<file path="src/sss_pkg.sv">
// Shared types, constants and code tables of the seven-segment scan shifter.
`default_nettype none
package sss_pkg;

  localparam int unsigned ValueWidth = 14;
  localparam int unsigned BcdWidth   = 16;
  localparam int unsigned DdSteps    = ValueWidth;
  localparam int unsigned QueueDepth = 2;

  localparam logic [ValueWidth-1:0] ValueMax = 14'd9999;

  localparam logic [1:0] LastDigit = 2'd3;
  localparam logic [3:0] LastBit   = 4'd15;
  localparam logic [3:0] LatchBit  = 4'd7;

  typedef logic [BcdWidth-1:0] bcd_t;

  // Occupancy flags of the queue between front and back.
  typedef struct packed {
    logic full;
    logic empty;
  } q_status_t;

  // Common-anode segment byte, active low.
  function automatic logic [7:0] seg_code(input logic [3:0] digit);
    logic [7:0] code;
    unique case (digit)
      4'd0:    code = 8'hC0;
      4'd1:    code = 8'hF9;
      4'd2:    code = 8'hA4;
      4'd3:    code = 8'hB0;
      4'd4:    code = 8'h99;
      4'd5:    code = 8'h92;
      4'd6:    code = 8'h82;
      4'd7:    code = 8'hF8;
      4'd8:    code = 8'h80;
      default: code = 8'h90;
    endcase
    return code;
  endfunction

  // Digit-select byte, rotated by one for the cascaded registers.
  function automatic logic [7:0] sel_code(input logic [1:0] digit);
    logic [7:0] code;
    unique case (digit)
      2'd0: code = 8'h02;
      2'd1: code = 8'h04;
      2'd2: code = 8'h08;
      2'd3: code = 8'h01;
    endcase
    return code;
  endfunction

endpackage
`default_nettype wire

</file>
<file path="src/sss_front.sv">
// Front end: accepts a value, saturates it and converts it to BCD one bit a cycle.
`default_nettype none
module sss_front (
  input  wire logic               clk_i,
  input  wire logic               rst_ni,
  input  wire logic               in_valid_i,
  output logic                    in_stall_o,
  input  wire logic [13:0]        in_value_i,
  input  wire sss_pkg::q_status_t q_status_i,
  output logic                    push_o,
  output sss_pkg::bcd_t           push_data_o
);
  import sss_pkg::*;

  logic                  busy_q, busy_d;
  logic [4:0]            cnt_q, cnt_d;
  logic [ValueWidth-1:0] bin_q, bin_d;
  bcd_t                  bcd_q, bcd_d;
  bcd_t                  bcd_adj;
  logic                  done;
  logic                  accept;
  logic [ValueWidth-1:0] value_sat;

  assign value_sat = (in_value_i > ValueMax) ? ValueMax : in_value_i;

  assign done       = busy_q && (cnt_q == 5'(DdSteps));
  assign push_o     = done && !q_status_i.full;
  assign push_data_o = bcd_q;
  assign in_stall_o = busy_q && !push_o;
  assign accept     = in_valid_i && !in_stall_o;

  // Add three to every nibble of five or more before the shift.
  always_comb begin
    for (int n = 0; n < BcdWidth / 4; n++) begin
      bcd_adj[n*4 +: 4] = (bcd_q[n*4 +: 4] >= 4'd5) ? bcd_q[n*4 +: 4] + 4'd3
                                                    : bcd_q[n*4 +: 4];
    end
  end

  always_comb begin
    busy_d = busy_q;
    cnt_d  = cnt_q;
    bin_d  = bin_q;
    bcd_d  = bcd_q;
    if (accept) begin
      busy_d = 1'b1;
      cnt_d  = '0;
      bin_d  = value_sat;
      bcd_d  = '0;
    end else if (push_o) begin
      busy_d = 1'b0;
    end else if (busy_q && !done) begin
      cnt_d = cnt_q + 5'd1;
      bcd_d = {bcd_adj[BcdWidth-2:0], bin_q[ValueWidth-1]};
      bin_d = {bin_q[ValueWidth-2:0], 1'b0};
    end
  end

  always_ff @(posedge clk_i or negedge rst_ni) begin
    if (!rst_ni) begin
      busy_q <= 1'b0;
      cnt_q  <= '0;
    end else begin
      busy_q <= busy_d;
      cnt_q  <= cnt_d;
    end
  end

  always_ff @(posedge clk_i) begin
    bin_q <= bin_d;
    bcd_q <= bcd_d;
  end

endmodule
`default_nettype wire

</file>
<file path="src/sss_fifo.sv">
// Short queue of converted digit sets between the front and back ends.
`default_nettype none
module sss_fifo #(
  parameter int unsigned Depth = 2,
  parameter int unsigned Width = 16
) (
  input  wire logic               clk_i,
  input  wire logic               rst_ni,
  input  wire logic               push_i,
  input  wire logic [Width-1:0]   push_data_i,
  input  wire logic               pop_i,
  output logic [Width-1:0]        pop_data_o,
  output sss_pkg::q_status_t      status_o
);
  import sss_pkg::*;

  localparam int unsigned PtrW = (Depth > 1) ? $clog2(Depth) : 1;
  localparam int unsigned CntW = $clog2(Depth + 1);

  logic [Width-1:0] mem_q [Depth];
  logic [PtrW-1:0]  wr_ptr_q, rd_ptr_q;
  logic [CntW-1:0]  count_q;

  function automatic logic [PtrW-1:0] ptr_next(input logic [PtrW-1:0] ptr);
    return (ptr == PtrW'(Depth - 1)) ? '0 : ptr + PtrW'(1);
  endfunction

  assign status_o.full  = (count_q == CntW'(Depth));
  assign status_o.empty = (count_q == '0);
  assign pop_data_o     = mem_q[rd_ptr_q];

  always_ff @(posedge clk_i or negedge rst_ni) begin
    if (!rst_ni) begin
      wr_ptr_q <= '0;
      rd_ptr_q <= '0;
      count_q  <= '0;
    end else begin
      if (push_i) wr_ptr_q <= ptr_next(wr_ptr_q);
      if (pop_i)  rd_ptr_q <= ptr_next(rd_ptr_q);
      if (push_i && !pop_i)      count_q <= count_q + CntW'(1);
      else if (pop_i && !push_i) count_q <= count_q - CntW'(1);
    end
  end

  always_ff @(posedge clk_i) begin
    if (push_i) mem_q[wr_ptr_q] <= push_data_i;
  end

endmodule
`default_nettype wire

</file>
<file path="src/sss_back.sv">
// Back end: serializes segment and select bytes into one bit beat per cycle unless out_stall_i holds it.
`default_nettype none
module sss_back #(
  parameter int unsigned NUM_DIGITS = 4
) (
  input  wire logic               clk_i,
  input  wire logic               rst_ni,
  input  wire sss_pkg::q_status_t q_status_i,
  input  wire sss_pkg::bcd_t      pop_data_i,
  output logic                    pop_o,
  output logic                    out_valid_o,
  input  wire logic               out_stall_i,
  output logic                    out_data_bit_o,
  output logic                    out_latch_after_o,
  output logic [1:0]              out_digit_index_o,
  output logic                    out_last_o
);
  import sss_pkg::*;

  localparam int unsigned NdClamp = (NUM_DIGITS < 1) ? 1 :
                                    (NUM_DIGITS > 4) ? 4 : NUM_DIGITS;
  localparam logic [1:0] FirstDigit = 2'(4 - NdClamp);

  logic       active_q;
  bcd_t       digits_q;
  logic [1:0] dig_q;
  logic [3:0] bit_q;
  logic       out_valid_q;
  logic       data_q, latch_q, last_q;
  logic [1:0] index_q;

  logic       adv, emit, at_last;
  logic [3:0] digit;
  logic [7:0] cur_byte;

  assign adv     = !out_valid_q || !out_stall_i;
  assign emit    = adv && active_q;
  assign at_last = (dig_q == LastDigit) && (bit_q == LastBit);
  assign pop_o   = !q_status_i.empty && (!active_q || (emit && at_last));

  always_comb begin
    unique case (dig_q)
      2'd0: digit = digits_q[15:12];
      2'd1: digit = digits_q[11:8];
      2'd2: digit = digits_q[7:4];
      2'd3: digit = digits_q[3:0];
    endcase
  end

  assign cur_byte = bit_q[3] ? sel_code(dig_q) : seg_code(digit);

  always_ff @(posedge clk_i or negedge rst_ni) begin
    if (!rst_ni) begin
      active_q    <= 1'b0;
      dig_q       <= '0;
      bit_q       <= '0;
      out_valid_q <= 1'b0;
    end else begin
      if (pop_o) begin
        active_q <= 1'b1;
        dig_q    <= FirstDigit;
        bit_q    <= '0;
      end else if (emit) begin
        if (at_last) active_q <= 1'b0;
        bit_q <= bit_q + 4'd1;
        if (bit_q == LastBit) dig_q <= dig_q + 2'd1;
      end
      if (adv) out_valid_q <= emit;
    end
  end

  always_ff @(posedge clk_i) begin
    if (pop_o) digits_q <= pop_data_i;
    if (emit) begin
      data_q  <= cur_byte[~bit_q[2:0]];
      latch_q <= (bit_q == LatchBit);
      last_q  <= at_last;
      index_q <= dig_q;
    end
  end

  assign out_valid_o       = out_valid_q;
  assign out_data_bit_o    = data_q;
  assign out_latch_after_o = latch_q;
  assign out_digit_index_o = index_q;
  assign out_last_o        = last_q;

endmodule
`default_nettype wire

</file>
<file path="src/seven_segment_scan_shifter_unit.sv">
// Top level of the four-digit seven-segment shift register scan driver.
//
// Usage: the host offers one binary value per display scan on the input
// channel (in_valid_i, in_stall_o, in_value_i). Values above 9999 show as 9999.
// Each value makes 16 * NUM_DIGITS beats (clamped 1..4), one per shift clock:
// eight segment bits MSB first with a latch pulse after the eighth, then the
// eight bits of the digit-select byte. out_last_o marks the final beat.
// The front end converts the value to decimal one bit per cycle and takes no
// new value before it pushes the result. A two-entry queue decouples it
// from the back end, which emits one beat per cycle unless stalled, so the
// serializer sets the sustained rate. A value passes the converter, the queue
// and the back end's digit and output registers before its first beat shows.
// When the receiver raises out_stall_i the current beat holds in the output
// register; the queue and the front end keep accepting until they are full.
// Reset clears all control state; no scan is in flight after reset.
`default_nettype none
module seven_segment_scan_shifter_unit #(
  parameter int unsigned NUM_DIGITS = 4
) (
  input  wire logic        clk_i,
  input  wire logic        rst_ni,
  input  wire logic        in_valid_i,
  output logic             in_stall_o,
  input  wire logic [13:0] in_value_i,
  output logic             out_valid_o,
  input  wire logic        out_stall_i,
  output logic             out_data_bit_o,
  output logic             out_latch_after_o,
  output logic [1:0]       out_digit_index_o,
  output logic             out_last_o
);
  import sss_pkg::*;

  // Handshake between the front end and the queue.
  logic      push;
  bcd_t      push_data;
  // Handshake between the queue and the back end.
  logic      pop;
  bcd_t      pop_data;
  q_status_t q_status;

  sss_front u_front (
    .clk_i       (clk_i),
    .rst_ni      (rst_ni),
    .in_valid_i  (in_valid_i),
    .in_stall_o  (in_stall_o),
    .in_value_i  (in_value_i),
    .q_status_i  (q_status),
    .push_o      (push),
    .push_data_o (push_data)
  );

  sss_fifo #(
    .Depth (QueueDepth),
    .Width (BcdWidth)
  ) u_fifo (
    .clk_i       (clk_i),
    .rst_ni      (rst_ni),
    .push_i      (push),
    .push_data_i (push_data),
    .pop_i       (pop),
    .pop_data_o  (pop_data),
    .status_o    (q_status)
  );

  sss_back #(
    .NUM_DIGITS (NUM_DIGITS)
  ) u_back (
    .clk_i             (clk_i),
    .rst_ni            (rst_ni),
    .q_status_i        (q_status),
    .pop_data_i        (pop_data),
    .pop_o             (pop),
    .out_valid_o       (out_valid_o),
    .out_stall_i       (out_stall_i),
    .out_data_bit_o    (out_data_bit_o),
    .out_latch_after_o (out_latch_after_o),
    .out_digit_index_o (out_digit_index_o),
    .out_last_o        (out_last_o)
  );

  // The front end never pushes into a full queue.
  a_no_overflow: assert property (@(posedge clk_i) disable iff (!rst_ni)
    push |-> !q_status.full)
    else $error("queue overflow");

  // The back end never pops an empty queue.
  a_no_underflow: assert property (@(posedge clk_i) disable iff (!rst_ni)
    pop |-> !q_status.empty)
    else $error("queue underflow");

  // After taking a value the front end is busy converting it.
  a_front_busy: assert property (@(posedge clk_i) disable iff (!rst_ni)
    (in_valid_i && !in_stall_o) |=> in_stall_o)
    else $error("front end accepted during conversion");

  // The final beat of a scan belongs to the units digit and carries no latch.
  a_last_beat: assert property (@(posedge clk_i) disable iff (!rst_ni)
    (out_valid_o && out_last_o) |-> (out_digit_index_o == LastDigit) && !out_latch_after_o)
    else $error("bad final beat");

endmodule
`default_nettype wire
</file>
<file path="config.mk">
export PLATFORM = sky130hd
export DESIGN_NAME = seven_segment_scan_shifter_unit
export DESIGN_NICKNAME = d
export VERILOG_FILES = /design/src/sss_pkg.sv /design/src/sss_front.sv /design/src/sss_fifo.sv /design/src/sss_back.sv /design/src/seven_segment_scan_shifter_unit.sv
export SDC_FILE = /design/constraint.sdc
export NUM_CORES = 1
export LEC_CHECK = 0
export BUFFER_PORTS_ARGS = -buffer_cell sky130_fd_sc_hd__buf_2
export CAP_MARGIN = 20
export CORE_MARGIN = 2
export CORE_UTILIZATION = 45
export DETAILED_ROUTE_END_ITERATION = 12
export PLACE_DENSITY = 0.72
export RECOVER_POWER = 50
export SLEW_MARGIN = 25
export SYNTH_ARGS = -nofsm -noshare
export SYNTH_HDL_FRONTEND = slang
export SYNTH_SLANG_ARGS = --single-unit
</file>
<file path="constraint.sdc">
create_clock -name clk_i -period 3.75 [get_ports clk_i]
set_input_delay 0.375 -clock clk_i [delete_from_list [all_inputs] [get_ports clk_i]]
set_output_delay 0.375 -clock clk_i [all_outputs]
set_load 0.01 [all_outputs]
</file>
=== Yosys cells after proc, flatten, opt, wreduce, memory -nomap -nowiden ===
Memories as Yosys holds them, arrays and structs flattened. A register that Yosys moved wholly into a read port is not among the register bits.
Index checks and enable logic that the tools add are counted.

* Input bits: 18
* Bits in read-only memories: 112
* Word-level logic and storage cells: 110
* Memory bits (writable): 32
* Flip-flop bits (word level): 53
* Output and inout port bits: 7
* Memories: 2

* Bitwise logic cells: 2
* Reduce and logical (&&, ||, !) cells: 34
* Multiplexer cells: 32
* Add/subtract/negate cells: 11
* Eq/ne operators: 8
* Magnitude comparators: 6

{| class="wikitable"
|+ Memory list
! memory !! words !! bits a word !! read ports !! clocked after memory_dff !! wr ports !! line !! source
|-
| (no name shown) || 16 || 7 || 1 || 0 || 0 || sss_pkg.sv:27 || <nowiki>unique case (digit)</nowiki>
|-
| u_fifo.mem_q || 2 || 16 || 1 || 1 || 1 || sss_fifo.sv:20 || <nowiki>logic [Width-1:0] mem_q [Depth];</nowiki>
|}

{| class="wikitable"
|+ Operator list
! operator !! count
|-
| 14-bit two-way mux || 4
|-
| 8-bit one-hot mux with 4 select lines || 1
|-
| 4-bit two-way mux || 5
|-
| 4-bit by 3-bit >= comparator with 1-bit output, second input constant || 4
|-
| 4-bit one-hot mux with 4 select lines || 1
|-
| 5-bit two-way mux || 3
|-
| 14-bit > comparator, second input constant || 1
|-
| 4-bit by 2-bit adder with 4-bit output, second input constant || 3
|-
| 2-bit nonzero test || 6
|-
| 1-bit logical AND || 11
|-
| 1-bit two-way mux || 10
|-
| 2-bit two-way mux || 5
|-
| 1-bit logical NOT || 9
|-
| 8-bit two-way mux || 1
|-
| 2-bit AND reduction || 4
|-
| 2-bit == test, second input constant || 3
|-
| 5-bit by 1-bit adder with 5-bit output, second input constant || 1
|-
| 5-bit by 4-bit == test with 1-bit output, second input constant || 1
|-
| 2-bit by 1-bit adder with 2-bit output, second input constant || 2
|-
| 4-bit by 1-bit adder with 4-bit output, second input constant || 1
|-
| 4-bit by 3-bit == test with 1-bit output, second input constant || 1
|-
| 4-bit == test, second input constant || 1
|-
| 2-bit logical NOT || 2
|-
| 3-bit by 4-bit less-than comparator with 1-bit output, second input constant || 1
|-
| 10 further kinds || 12
|}

=== Depth between registers and ports, before layout ===
Gate-level depths: netlist of run 1.

* Word-level depth: 9
* Gate-level depth with buffers: 12
* Gate-level depth less buffers: 11

=== By module ===
From an unflattened synthesis of run 1, not the netlist that was laid out.

* Cell total of the unflattened synthesis: 387
* Area, all modules: 4,862.2 µm²

{| class="wikitable"
|+ By module, submodules not included
! module !! cells each !! instances !! area an instance (µm²) !! sequential area each (µm²)
|-
| sss_front || 204 || 1 || 1,955.6 || 890.9
|-
| sss_back || 117 || 1 || 1,514.0 || 830.8
|-
| sss_fifo || 66 || 1 || 1,392.6 || 1,061.0
|}

=== Worst setup path after synthesis of run 1 ===
Ideal clock, no wire load.

* Kind: reg-to-reg
* From: reg u_back.dig_q[0]
* To: reg u_back.data_q, in the netlist u_back.out_data_bit_o, data pin
* Buffers on the path: 1
* Slack: 0.713 ns
* Required time: 3.482 ns
* Stages on the path, launching flop included: 13
* Arrival: 2.769 ns
* Cells stage by stage: dfrtp_1 > inv_1 > ha_1 > clkbuf_1 > clkinv_1 > o2bb2ai_1 > inv_1 > ha_1 > nor2b_1 > a32o_1 > a2111oi_0 > o311a_1 > nor3_1

* Cells in the longest elaborated chain, start to end: 6
* Elaborated cells on any way between the ends: 10
* Those cells by class: eq/ne: 3; mux: 5; reduce/logical: 1; memory: 1

{| class="wikitable"
|+ Ends and longest elaborated chain
! item !! line !! source
|-
| start: declaration || sss_back.sv:26 || <nowiki>logic [1:0] dig_q;</nowiki>
|-
| start signal: assignment || sss_back.sv:61 || <nowiki>dig_q <= FirstDigit;</nowiki>
|-
| start signal: assignment || sss_back.sv:66 || <nowiki>if (bit_q == LastBit) dig_q <= dig_q + 2'd1;</nowiki>
|-
| 2-bit == test, or another cell as far along || sss_pkg.sv:45, sss_back.sv:42 ||
|-
| 4-bit one-hot mux with 4 select lines || sss_back.sv:42 || <nowiki>unique case (dig_q)</nowiki>
|-
| memory read 16 x 7 bit || - ||
|-
| 8-bit two-way mux * || sss_back.sv:50 || <nowiki>assign cur_byte = bit_q[3] ? sel_code(dig_q) : seg_code(digit);</nowiki>
|-
| 1-bit binary-select mux with 3-bit select * || sss_back.sv:75 || <nowiki>data_q <= cur_byte[~bit_q[2:0]];</nowiki>
|-
| 1-bit two-way mux (implied by the code) * || sss_back.sv:75 ||
|-
| end signal: assignment || sss_back.sv:75 ||
|-
| end: declaration || sss_back.sv:29 || <nowiki>logic data_q, latch_q, last_q;</nowiki>
|}

Every way passes the cells marked *; elsewhere a longest branch is shown, timed or not. The select of a mux whose other input is x is not followed.
A chain may end at the register's enable or synchronous reset.

=== Worst setup path in the final report of run 1 ===
Ends and elaborated chain as after synthesis.

==> run summary, run 1 <==
The run finished with clean final reports. Logic depth of the worst register-to-register path: 11. Critical setup path kind: register to register.

Synthesis instantiated 49 different standard cells from the library. The relative contribution of combinational cells to total power was 0.336; the final estimated routing congestion in global placement was 0.8139. The detail route stage leaves a number of antenna-violating nets equal to 0. The horizontal die dimension was 105.2 um; the net count of the finished layout was 447. The library cell used as clock root buffer is clkbuf_8. For this run, design rule violations remaining after detail routing come to 0.

The mapped netlist covers 4609 sq um. The tool flagged a number of max-cap violations equal to 0. After clock tree synthesis, the clock-pin slew on the worst setup and hold paths is 0.09 ns. The number of enable-type register cells in the synthesized netlist works out to 67. Largest family of logic cells by synthesized area: compound AO/OA/AOI/OAI gates. The tools report the number of antenna cells inserted as 0. The number of input and output port buffers inserted was 24; the final hold violation count was 0.

The number of H-tree levels was 3. For this design the static power due to leakage is 1.955 nW. The part of the power in the clock network is 0.195, and the cell count after synthesis is 377. The all-layer global routing usage is 0.1454, and the worst setup skew after layout is 0.01319 ns.

The logs give 0.4673 for the starting utilization of the core area and 36 for the number of rows created at floorplan. In the routed layout, each cell is associated on average with a via count of 5.284. For this block, the routed nets add up to 7.715 mm of wire. The tools report the number of clock sinks as 101.

The first detailed-routing pass ran for 4 iterations. Maximum root-to-sink buffer count: 2. The analysis attributes to net switching a power of 0.001347 W. The overall die area was 11,070 sq um.

The tools report the worst slew slack as a fraction of its limit as 0.2895. The final cycle utilization of the critical path was 0.9589; the area share of and/or/nand/nor cells after synthesis was 0.1015. For this block, the via count after detailed routing is 2,864. Fill cells in the final layout number 854. The total area inside the core boundary comes to 9864 sq um. The worst supply voltage drop on vdd was 378.8 uV; the register bit total from synthesis was 101. The sequential share of power is 0.469, and the net count after synthesis is 420. The sequential area share after synthesis came out at 0.6037. The tools report the kind of start point of the critical path as a register.

For the pin with the worst max-slew slack, the measured transition is 1.066 ns. The internal power of the cells totals 0.002585 W. The number of global-route vias before repair was 2,754; the area share of fa/ha/maj cells after synthesis was 0.06786.

Once detailed placement completed, the half-perimeter wirelength came to 5.325 mm. Prevailing post-synth register cell: edfxtp_1. The maximum fanout along the worst path is 9, and the fraction of the mapped netlist area in compound gates is 0.1224. Y dimension of the die: 105.2 um.

The maximum number of pins on one net before global-route repair came out at 27. The logs give 0.003932 W for the post-layout total power and 0 for the yosys synthesis warning count. The tools report the post-layout worst setup margin as 0.1542 ns. The run gives 140 as the DRC violation total after the first TritonRoute iteration.

Summed over all layers, the global routing overflow is 0. Class of the worst hold path: primary input to register. The number of setup violations in the final report was 0; the synthesis-to-finish area growth was 10.59%.

The tools report the number of antenna violations at the first check in global routing as 0. Setup repair after global routing left no endpoint under its margin. The parity-gate share of the synthesized area counting xor and xnor cells was 0.02850; the count of placed standard cells in the final layout, fillers left out was 542. The data arrival at the endpoint of the critical path is 3.70 ns.

25 I/O pins were placed. STA puts the critical path data required time at 3.85 ns. A synthesized cell averages 12.23 sq um.

The cell area power density was 771.4 nW/um^2; the worst-case hold slack was 0.2330 ns. The layout cell share with drive strength beyond 1 is 0.1320. Timing analysis after detailed placement gives a worst setup slack of 0.2767 ns.

The number of buffers inserted during clock tree synthesis came out at 9. STA classifies the critical path endpoint as a register. The logs give 12.94 mm for the global-route wire length before repair and 525 for the post-placement cell count. The final period demand of the worst path was 3.596 ns; the fraction of power spent switching nets was 0.3425. The max-slew violation count was 0; the multiplexer share of the synthesized area was 0.04642.

The number of buffers inserted to repair setup after CTS came out at 0. TritonCTS built the clock tree. The final sum of negative setup slack is 0 ns, and the maximum clock frequency is 278.1 MHz. After detailed routing, the average wire length per cell comes to 14.23 um.

The clock insertion delay at the later pin of the skew report is 0.35 ns. The proportion of synthesized flip-flops having asynchronous set or reset was 0.1782; the number of stages on the worst hold path was 2.
routing by layer:
layer,share of wire,GRT usage,up-vias
met4,0.0082,0.03429,0
met5,0,0,-
met2,0.49,0.2479,50
met1,0.47,0.1858,1382
met3,0.034,0.03711,5
li1,-,-,1427
through the flow:
step / util / instance area, sq um
after floorplan: - / 4609
after global placement: 0.4939 / 4872
after detailed placement: 0.4939 / 4872
after CTS: 0.5184 / 5114
after global routing: 0.5167 / 5097
final: 0.5167 / 5097
final cells by class:
cell class / count / area, sq um / share of cell area
inverter: 22 / 82.58 / 0.01620
clock buffer: 11 / 151.4 / 0.02970
tap: 133 / 166.4 / 0.03265
clock inverter: 5 / 80.08 / 0.01571
sequential: 101 / 2783 / 0.5459
multi-input combinational: 241 / 1690 / 0.3316
timing repair buffer: 29 / 143.9 / 0.02823
placed cells by master (no fill, tap or decap), types with 2 or more instances in the layout:
cell type,count
nor2b_1,4
a222oi_1,2
a22o_1,5
a31oi_1,2
and2_1,2
ha_1,25
nand4_1,5
o22a_1,6
bufinv_16,2
a21oi_1,25
clkbuf_8,11
xnor2_1,9
buf_2,17
nand3b_1,2
inv_1,21
dfrtp_1,18
a2111oi_0,4
a22oi_1,4
mux2_2,16
dfxtp_1,16
clkbuf_1,9
o21ai_0,16
nor3b_1,3
and3_1,2
buf_4,2
edfxtp_1,67
xor2_1,6
nand2b_1,8
nand2_1,28
nor2_1,27
clkinv_1,2
nand3_1,12
a211oi_1,8
critical path: stages (launching register included):
cell	delay (ns)
dfrtp_1	0.48
inv_1	0.15
ha_1	0.35
clkinv_1	0.28
o2bb2ai_1	0.46
inv_1	0.14
ha_1	0.24
nor2b_1	0.15
a32o_1	0.26
a2111oi_0	0.57
o311a_1	0.22
nor3_1	0.05
what timing repair did:
item                                    4_1_cts  5_1_grt
endpoints found under the setup margin        0        0
hold endpoints to repair                     18        0
resized for setup                             0        0
hold buffers                                  1        0
logic make-up (layout without fill, tap and decap cells):
family          after synthesis  after routing
fa+ha+maj                    25             25
mux                          18             18
compound gates               85             85
xor+xnor                     15             15
flops                       101            101
buf+inv                      35             67
simple gates                 98             98
power groups by stage:
stage | Sequential (W) | Combinational [W] | Clock, W
6_report | 0.00185 | 0.00132 | 0.000765
3_5_place_dp | 0.00187 | 0.00132 | 0
3_3_place_gp | 0.00185 | 0.00125 | 0
5_1_grt | 0.00189 | 0.00151 | 0.000827
4_1_cts | 0.00184 | 0.00133 | 0.000782
2_1_floorplan | 0.00177 | 0.00110 | 0
sequential cells by signal, summed over array words and instances (netlist names), 2 cells and up:
| name | cells |
|---|---|
| u_fifo.mem_q | 32 |
| u_front.bin_q | 14 |
| u_front.push_data_o | 16 |
| u_front.cnt_q | 5 |
| u_back.bit_q | 4 |
| u_fifo.count_q | 2 |
| u_back.out_digit_index_o | 2 |
| u_back.digits_q | 16 |
| u_back.dig_q | 2 |
synth_stat cells, types with 6 or more instances:
master	instances	share of area
a211oi_1	8	0.013
edfxtp_1	67	0.44
mux2_2	17	0.042
dfxtp_1	16	0.069
nand2b_1	8	0.011
nand3_1	12	0.013
nor2_1	27	0.022
xnor2_1	9	0.017
o22a_1	6	0.011
clkbuf_1	8	0.0065
a21oi_1	25	0.027
dfrtp_1	18	0.098
nand2_1	28	0.023
ha_1	25	0.068
xor2_1	6	0.011
o21ai_0	16	0.017
inv_1	21	0.017
path summary, 6_finish.rpt:
check,startpoint,end,slack (ns)
max,u_back.dig_q[0],u_back.out_data_bit_o,0.15
min,in_valid_i,u_front.busy_q,0.23
max reg2reg,u_back.dig_q[0],u_back.out_data_bit_o,0.15
min reg2reg,u_front.push_data_o[15],u_fifo.mem_q[1][15],0.50
max in group asynchronous,rst_ni,u_front.cnt_q[4],2.38
min in group asynchronous,rst_ni,u_back.bit_q[2],0.73
Power figures use the tool's default switching activity.
==> run 2, diff against run 1 <==
- CORE_UTILIZATION: 45 -> 40
- CTS_CLUSTER_SIZE: default -> 25
- PLACE_DENSITY: 0.72 -> 0.66
==> run summary, run 2 (same netlist as run 1, synthesis figures left out) <==
Total via count after detailed routing: 2,863 (-0.035%). The tools report the pre-CTS setup slack as 0.3769 ns (+0.1002 ns). The maximum number of pins on one net before global-route repair was 22 (-19%). The post-cts gate resize count was 0 (unchanged). The number of flip-flops in the largest register is 32 (unchanged), and the starting utilization of the core area is 0.4072 (-0.06011). The layout cell share with drive strength beyond 1 works out to 0.1366 (+0.004556). The final hold violation count is 0 (unchanged), and the number of antenna violations at the first check in global routing is 0 (unchanged). The run gives 0 (unchanged) as the number of buffers inserted to repair setup after CTS. The total I/O pin count came out at 25 (unchanged).

Logic depth of the worst register-to-register path: 11 (unchanged). The worst supply voltage drop on vdd came out at 440.3 uV (+16%). The final period demand of the worst path was 3.405 ns (-0.1912 ns); the number of design rule violations left after detail routing was 0 (unchanged).

The run gives 101 (unchanged) as the number of clock sinks. The run gives 3.48 ns (-0.22 ns) as the data arrival at the endpoint of the critical path. The number of buffers inserted during clock tree synthesis came out at 9 (unchanged). Counting flops per register, the top entry is u_fifo.mem_q.

First-pass detailed-route iteration total: 4 (unchanged). The class of the worst hold path was primary input to register. The data required time at the worst endpoint is 3.83 ns (-0.02 ns), and the worst slew slack as a fraction of its limit is 0.3086 (+0.01904). The sum of net half-perimeters after detailed placement is 5.440 mm (+2.2%), and the global-route wire length before repair is 13.19 mm (+1.9%). The final sum of negative setup slack came out at 0 ns (unchanged).

The critical setup path kind was register to register. From synthesis to final layout, the design area changed by 12.32%. The run gives 11,320 sq um (+15%) as the area of the core.

The run finished with clean final reports. The routed length per placed instance was 14.09 um (-0.99%). The DRC violation total after the first TritonRoute iteration is 167 (+19%), and the maximum fanout along the worst path is 9 (unchanged). The max-capacitance violation count came out at 0 (unchanged). In the layout the commonest cells are 67 x edfxtp_1, 28 x nand2_1, 27 x nor2_1. The number of H-tree levels was 3 (unchanged).

Maximum root-to-sink buffer count: 2 (unchanged). The all-layer global routing usage is 0.1319 (-0.01341), and the leakage power is 1.988 nW (+1.7%). The number of stages on the worst hold path was 2 (unchanged).

The run gives 0.35 ns (+0.19 ns) as the worst-case register-to-register setup slack. The tools report the number of antenna cells inserted as 0 (unchanged). Setup repair after global routing left no endpoint under its margin. The tree is rooted in a clkbuf_16. Slowest cell on the critical path: o2bb2ai_1.

The logs give 0 (unchanged) for the total overflow reported by the global router and 0.34 ns (about the same) for the clock insertion delay at the later pin of the skew report. For hold timing, the worst endpoint is u_front.busy_q. TritonCTS built the clock tree. The overall die area was 12,400 sq um (+12%). The clock transition at the register clock pins on the worst setup and hold paths after CTS is 0.07 ns (-0.02 ns), and the final-layout fill cell count is 1,031 (+21%).

The tools report the number of hold buffers added after CTS as 1 (unchanged). The max-slew violation count is 0 (unchanged). The endpoint identified for the worst register-to-register timing path is u_back.out_data_bit_o. Net count of the finished layout: 448 (+0.22%). For the number of setup violations in the final report, the log shows 0 (unchanged).

The final cycle utilization of the critical path came out at 0.9079 (-0.05100). The total length of routed wires is 7.794 mm (+1.0%). Leaving out fill and tap cells, the most frequent cell in the layout is edfxtp_1. The worst setup path is captured at a register. The number of input and output port buffers inserted was 24 (unchanged); the horizontal die dimension was 111.3 um (+5.8%). The tools report the kind of start point of the critical path as a register. The number of rows created at floorplan is 39 (+8.3%). The maximum clock frequency was 293.7 MHz (+5.6%); the number of global-route vias before repair was 2,792 (+1.4%).

Hold path startpoint: in_valid_i. The logs give 0.3454 ns (+0.1912 ns) for the post-layout worst setup margin and 4892 sq um (+0.41%) for the post-detailed-placement cell area. The cell area power density is 785.8 nW/um^2 (+1.9%), and the stage delay of the slowest cell on the critical path is 0.48 ns (-0.09 ns). Transition time at the pin with the least slew margin: 1.037 ns (-0.02857 ns).

In this run the critical register-to-register path is launched from u_back.dig_q[0]. The ratio of routed vias to standard cells is 5.177 (-2.0%). For the worst setup skew after layout, the log shows 0.008367 ns (-0.004820 ns). The y dimension of the die is 111.3 um (+5.8%), and the residual antenna-violating net count after detailed routing is 0 (unchanged). The critical path goes through inv_1, ha_1, clkinv_1, o2bb2ai_1, inv_1, ha_1, nor2b_1, a32o_1, a2111oi_0, o311a_1, nor3_1.

The final estimated routing congestion in global placement was 0.7893 (-3.0%); the area of all placed cells without fillers was 5177 sq um (+1.6%).
run 2: worst max-delay path: cells and delay by family (launching register included):
| family | cells | cell delay (ns) |
|---|---|---|
| AO/OA/AOI/OAI | 4 | 1.36 |
| adder cells (fa/ha/maj) | 2 | 0.57 |
| buffers and inverters | 3 | 0.56 |
| flip-flops | 1 | 0.46 |
| AND/OR/NAND/NOR | 2 | 0.19 |
run 2: how the worst max path moves through the flow:
stage,from,end,slack (ns),cells after the start
floorplan,u_back.dig_q[0],u_back.out_data_bit_o,0.71,12
global placement,u_back.dig_q[0],u_back.out_data_bit_o,0.53,11
detailed placement,u_back.dig_q[0],u_back.out_data_bit_o,0.38,11
CTS,u_back.dig_q[0],u_back.out_data_bit_o,0.36,11
global route,u_back.dig_q[1],u_back.out_data_bit_o,0.07,11
finish,u_back.dig_q[0],u_back.out_data_bit_o,0.35,11
run 2: final cells by class:
cell class | instances | area (sq um) | share of cell area
clock buffers | 9 | 225.2 | 0.04350
clock inverters | 7 | 66.31 | 0.01281
inverters | 22 | 82.58 | 0.01595
multi-input cells | 241 | 1690 | 0.3265
flip-flops and latches | 101 | 2783 | 0.5375
well taps | 143 | 178.9 | 0.03456
repair buffers | 30 | 151.4 | 0.02924
run 2: per-layer routing:
metal,vias up,wire length [um],global-route usage,part of all wire
li1,1438,-,-,-
met1,1375,3713,0.1679,0.48
met2,45,3768,0.2183,0.48
met3,5,246,0.03974,0.032
met4,0,64,0.04115,0.0082
met5,-,0,0,0
run 2: where the power goes:
part | switching [W] | total [W] | leakage (nW) | internal [W]
clock | 0.000421 | 0.000886 | 0.141 | 0.000465
combinational | 0.000717 | 0.00133 | 0.861 | 0.000613
sequential | 0.000288 | 0.00185 | 0.986 | 0.00157
total | 0.00143 | 0.00407 | 1.99 | 0.00264
run 2: metrics by stage:
| stage | instances | total power, W | hold slack (ns) | util |
|---|---|---|---|---|
| 3_3_place_gp | 536 | 0.003122 | 0.3265 | 0.4321 |
| 5_1_grt | 553 | 0.004360 | 0.2405 | 0.4573 |
| 6_report | 553 | 0.004068 | 0.2462 | 0.4573 |
| 4_1_cts | 553 | 0.004105 | 0.2335 | 0.4588 |
| 2_1_floorplan | 377 | 0.002868 | 0.07941 | - |
| 3_5_place_dp | 536 | 0.003208 | 0.3364 | 0.4321 |
